### src/hw/rtl/ppb_pkg.sv
// Shared types, codes and constant tables for the polar particle binning block.
package ppb_pkg;

  // Request codes
  localparam logic [1:0] REQ_BIN  = 2'd0;
  localparam logic [1:0] REQ_READ = 2'd1;
  localparam logic [1:0] REQ_RCLR = 2'd2;

  // Configuration register indexes
  localparam int unsigned CFG_IDX_W = 4;
  localparam logic [CFG_IDX_W-1:0] CFG_X_MIN   = 4'd0;
  localparam logic [CFG_IDX_W-1:0] CFG_Y_MIN   = 4'd1;
  localparam logic [CFG_IDX_W-1:0] CFG_X_SCALE = 4'd2;
  localparam logic [CFG_IDX_W-1:0] CFG_Y_SCALE = 4'd3;

  // CORDIC datapath widths (Q4.30 vectors, 2^32-per-turn angle)
  localparam int unsigned TRIG_W  = 34;
  localparam int unsigned ANGLE_W = 33;
  localparam int unsigned COORD_W = 20;
  localparam int unsigned IDX_W   = 22;
  localparam logic signed [TRIG_W-1:0] CORDIC_GAIN = 34'sd652032874;

  // Bin update kind picked once the address is known
  typedef enum logic [1:0] {
    KIND_NONE,
    KIND_INC,
    KIND_READ,
    KIND_CLR
  } kind_e;

  // Controller to datapath commands
  typedef struct packed {
    logic load;
    logic rot;
    logic mul_coord;
    logic mul_idx;
    logic addr;
    logic rd;
    logic upd;
    logic clr;
  } ppb_cmd_t;

  // Datapath to controller status
  typedef struct packed {
    logic iter_last;
    logic clr_last;
    logic out_free;
  } ppb_sts_t;

  // atan(2^-i) in 2^32-per-turn units
  function automatic logic [31:0] ppb_atan(input logic [4:0] i);
    logic [31:0] v;
    unique case (i)
      5'd0:    v = 32'd536870912;
      5'd1:    v = 32'd316933406;
      5'd2:    v = 32'd167458907;
      5'd3:    v = 32'd85004756;
      5'd4:    v = 32'd42667331;
      5'd5:    v = 32'd21354465;
      5'd6:    v = 32'd10679838;
      5'd7:    v = 32'd5340245;
      5'd8:    v = 32'd2670163;
      5'd9:    v = 32'd1335087;
      5'd10:   v = 32'd667544;
      5'd11:   v = 32'd333772;
      5'd12:   v = 32'd166886;
      5'd13:   v = 32'd83443;
      5'd14:   v = 32'd41722;
      5'd15:   v = 32'd20861;
      5'd16:   v = 32'd10430;
      5'd17:   v = 32'd5215;
      5'd18:   v = 32'd2608;
      5'd19:   v = 32'd1304;
      5'd20:   v = 32'd652;
      5'd21:   v = 32'd326;
      5'd22:   v = 32'd163;
      5'd23:   v = 32'd81;
      default: v = 32'd0;
    endcase
    return v;
  endfunction

endpackage

### src/hw/rtl/ppb_ctrl.sv
// Sequencing state machine for the polar particle binning block.
module ppb_ctrl (
  input  logic              clk_i,
  input  logic              rst_ni,
  input  logic              in_valid_i,
  input  logic              req_bin_i,
  input  ppb_pkg::ppb_sts_t sts_i,
  output logic              in_stall_o,
  output ppb_pkg::ppb_cmd_t cmd_o
);
  import ppb_pkg::*;

  localparam logic [3:0] ST_CLEAR = 4'd0;
  localparam logic [3:0] ST_IDLE  = 4'd1;
  localparam logic [3:0] ST_ROT   = 4'd2;
  localparam logic [3:0] ST_MULC  = 4'd3;
  localparam logic [3:0] ST_MULI  = 4'd4;
  localparam logic [3:0] ST_ADDR  = 4'd5;
  localparam logic [3:0] ST_READ  = 4'd6;
  localparam logic [3:0] ST_UPD   = 4'd7;

  logic [3:0] state_q, state_d;

  // Next state and commands
  always_comb begin
    state_d = state_q;
    cmd_o   = '0;
    in_stall_o = 1'b1;
    unique case (state_q)
      ST_CLEAR: begin
        cmd_o.clr = 1'b1;
        if (sts_i.clr_last) state_d = ST_IDLE;
      end
      ST_IDLE: begin
        in_stall_o = 1'b0;
        if (in_valid_i) begin
          cmd_o.load = 1'b1;
          state_d = req_bin_i ? ST_ROT : ST_ADDR;
        end
      end
      ST_ROT: begin
        cmd_o.rot = 1'b1;
        if (sts_i.iter_last) state_d = ST_MULC;
      end
      ST_MULC: begin
        cmd_o.mul_coord = 1'b1;
        state_d = ST_MULI;
      end
      ST_MULI: begin
        cmd_o.mul_idx = 1'b1;
        state_d = ST_ADDR;
      end
      ST_ADDR: begin
        cmd_o.addr = 1'b1;
        state_d = ST_READ;
      end
      ST_READ: begin
        cmd_o.rd = 1'b1;
        state_d = ST_UPD;
      end
      ST_UPD: begin
        // wait for the output register to be free
        if (sts_i.out_free) begin
          cmd_o.upd = 1'b1;
          state_d = ST_IDLE;
        end
      end
      default: state_d = ST_IDLE;
    endcase
  end

  always_ff @(posedge clk_i or negedge rst_ni) begin
    if (!rst_ni) state_q <= ST_CLEAR;
    else state_q <= state_d;
  end

endmodule

### config.mk
export PLATFORM = sky130hd
export DESIGN_NAME = ppb_ctrl
export DESIGN_NICKNAME = d
export VERILOG_FILES = /design/src/hw/rtl/ppb_pkg.sv /design/src/hw/rtl/ppb_ctrl.sv
export SDC_FILE = /design/constraint.sdc
export NUM_CORES = 1
export LEC_CHECK = 0
export BUFFER_PORTS_ARGS = -buffer_cell sky130_fd_sc_hd__buf_2
export CAP_MARGIN = 0
export CELL_PAD_IN_SITES_DETAIL_PLACEMENT = 0
export CELL_PAD_IN_SITES_GLOBAL_PLACEMENT = 1
export CORE_AREA = 5 5 42 44
export CTS_BUF_LIST = sky130_fd_sc_hd__clkbuf_16
export CTS_CLUSTER_SIZE = 28
export DETAILED_ROUTE_END_ITERATION = 10
export DIE_AREA = 0 0 47 49
export PLACE_DENSITY = 0.65
export SETUP_SLACK_MARGIN = 0.3
export SYNTH_ARGS = -nofsm -noshare
export SYNTH_HDL_FRONTEND = slang
export SYNTH_SLANG_ARGS = --single-unit
export TNS_END_PERCENT = 1
### constraint.sdc
create_clock -name clk_i -period 1.25 [get_ports clk_i]
set_input_delay 0.0625 -clock clk_i [delete_from_list [all_inputs] [get_ports clk_i]]
set_output_delay 0.0625 -clock clk_i [all_outputs]
set_load 0.005 [all_outputs]
==> impl_metrics.json <==
{
  "r2r-start": "state_q[0]",
  "clock_path_buffers": 2,
  "ant_nets": 0,
  "synth_top_family_by_area": "simple AND/OR/NAND/NOR gates",
  "io_pins": 16,
  "p_sw_share_pct": 31.2,
  "sequentialPowerShare_pct": 13.9,
  "outcome": "finished with violations",
  "min_from": "req_bin_i",
  "finalSetupViolCount": 3,
  "synth_compound_area_share_pct": 15.9,
  "n_fill_cell": 166,
  "gp_congestion": 0.683,
  "largest_reg_flops": 3,
  "worst_slew_pin_slew_ns": 0.159,
  "synth_area_leaders": "dfrtp_1, buf_6, a21oi_1, nor2_1, mux2_2",
  "synth_top_area_share_pct": 29.9,
  "ys_types": 20,
  "muxShareOfSynthArea_pct": 4.48,
  "grt_max_degree": 12,
  "pwr-share-clk_pct": 36.2,
  "synth_xor_area_share_pct": 0,
  "violations": "setup timing",
  "ys_seq_area_share_pct": 29.9,
  "worstPathMaxFanout": 2,
  "firstDrtPassIters": 3,
  "setup_slack_ns": -0.0501,
  "met2_length_um": 352,
  "final_common_cell": "buf_2",
  "hold_path.class": "primary input to register",
  "fin_skew_ns": 0.00266,
  "vias": 311,
  "clkSinkCount": 3,
  "ctsRootBufferMaster": "clkbuf_16",
  "power_density_nw_per_um2": 2670,
  "slew_viol_final": 0,
  "drive_above_1_share_pct": 66.1,
  "antenna_cells": 0,
  "crit_path_end_kind": "output port",
  "core_area_sq_um": 1400,
  "grt-ovfl-total": 0,
  "start_util_pct": 17.9,
  "period_needed_ns": 1.30,
  "yosys.area_share.simple_pct": 37.3,
  "leakage_nw": 0.252,
  "max_cap_violations": 0,
  "pre_cts_slack_ns": 0.102,
  "worstPathRequired_ns": 1.19,
  "clock.fmax_mhz": 769,
  "num_rows": 14,
  "worstSetupPathType": "register to output port",
  "top_layer_used": "met3",
  "top_regs": "state_q x3",
  "dieArea_sq_um": 2300,
  "whs_path_depth": 3,
  "grt_pass1_wl_um": 1270,
  "wl_met3_um": 61,
  "intPower_mw": 0.932,
  "vias_per_cell": 4.32,
  "hold_violations": 0,
  "synth_top_cell_by_area": "dfrtp_1",
  "antenna_found_initial": 0,
  "cp-start-kind": "register",
  "cts_tree": "done",
  "cts_htree_levels": 1,
  "rrSetupSlack_ns": -0.02,
  "ys_seq_elements": 3,
  "area_growth_pct": 102,
  "arrival_ns": 1.24,
  "synthAdderAreaFrac_pct": 0,
  "synth_fp_nets": 38,
  "rsz0062_at_grt": "true",
  "postSynthCellCount": 31,
  "drtIter0Drc": 5,
  "slew_headroom_pct": 89.4,
  "hold_path_end": "state_q[2]",
  "dp_hpwl_um": 538,
  "clk_latency_ns": 0.22,
  "grt_pass1_vias": 303,
  "p_sw_mw": 0.423,
  "drc": 0,
  "die_width_um": 47,
  "cts_buffers": 3,
  "drt-total-wl_um": 720,
  "period_share_pct": 104,
  "vdd_drop_max_v": 0.00131,
  "clk_pin_slew_worst_paths_ns": 0.03,
  "port_buffers": 15,
  "wl_per_cell_um": 10.0,
  "finalSetupTns_ns": -0.0816,
  "final_cell_mix": "buf_2, buf_4, nor2_1, a21oi_1, clkbuf_16",
  "track_usage_pct": 7.83,
  "synth.cell_area_sq_um": 251,
  "regMostFlops": "state_q",
  "nets": 64,
  "m1WireLength_um": 306,
  "r2r_end": "state_q[0]",
  "p_comb_share_pct": 49.9,
  "die-height_um": 49,
  "avgSynthCellArea_sq_um": 8.11,
  "reg2regPathDepth": 4,
  "finalPower_mw": 1.36,
  "yosys_warnings": 0,
  "utilization_pct": 36.3
}
==> through the flow <==
step                      area [sq um]  instances  hold slack (ns)
final                              508         72            0.149
after global routing               508         72            0.172
after CTS                          480         71            0.150
after detailed placement           349         63           -0.139
after global placement             349         63           -0.139
after floorplan                    251         31           -0.233
==> per-layer routing <==
layer / global-route usage [%] / up-vias
li1: - / 159
met1: 9.49 / 142
met2: 10.4 / 10
met3: 5.90 / 0
met4: 2.76 / 0
met5: 0 / -
==> worst max path at each step <==
stage	from	slack [ns]	endpoint	cells past startpoint
floorplan	state_q[0]	0.15	state_q[0]	3
global placement	state_q[0]	0.12	state_q[0]	3
detailed placement	state_q[0]	0.10	state_q[0]	3
CTS	state_q[0]	-0.05	cmd_o[7]	4
global route	state_q[0]	-0.09	cmd_o[7]	4
finish	state_q[0]	-0.05	cmd_o[7]	4
==> worst max-delay path: stages (launching register included) <==
cell and delay (ns):
dfrtp_1 0.35, buf_6 0.10, or3b_4 0.37, nor2_2 0.08, buf_2 0.11
==> power by group through the flow <==
stage                     Combinational [mW]  Clock [mW]  Sequential [mW]
after floorplan                        0.352           0            0.173
after global placement                 0.487           0            0.196
after detailed placement               0.490           0            0.198
after CTS                              0.633       0.503            0.186
after global routing                   0.751       0.513            0.195
final                                  0.677       0.491            0.188
==> Yosys cell counts <==
library cell	number
a211o_1	1
a21oi_1	4
a31oi_1	1
and3b_1	1
buf_2	1
buf_6	2
dfrtp_1	3
inv_1	1
mux2_2	1
nand2_1	3
nand2b_1	1
nand3b_1	1
nor2_1	4
nor2_2	1
nor3_1	1
nor3b_1	1
o21ai_1	1
or2b_1	1
or3b_4	1
or4_1	1
==> layout make-up <==
cell class              count  area (sq um)  area share (%)
repair buffers             24           153            30.0
clock buffers               3          75.1            14.8
inverters                   1          3.75           0.739
multi-input cells          24           176            34.7
flip-flops and latches      3          76.3            15.0
clock inverters             1          3.75           0.739
well taps                  16          20.0            3.94
==> what timing repair did <==
action                                 in CTS  in global routing
hold buffers                                1                  0
pin swaps                                   1                  3
endpoints found under the hold margin       3                  0
resized for setup                           6                  5
setup endpoints to repair                  12                 12
setup buffers                               3                  1
==> cell families (layout without fill, tap and decap cells) <==
family,count (synthesis),after routing
simple gates,16,16
compound gates,7,7
buf+inv,4,29
flops,3,3
mux,1,1
Power figures use the tool's default switching activity.
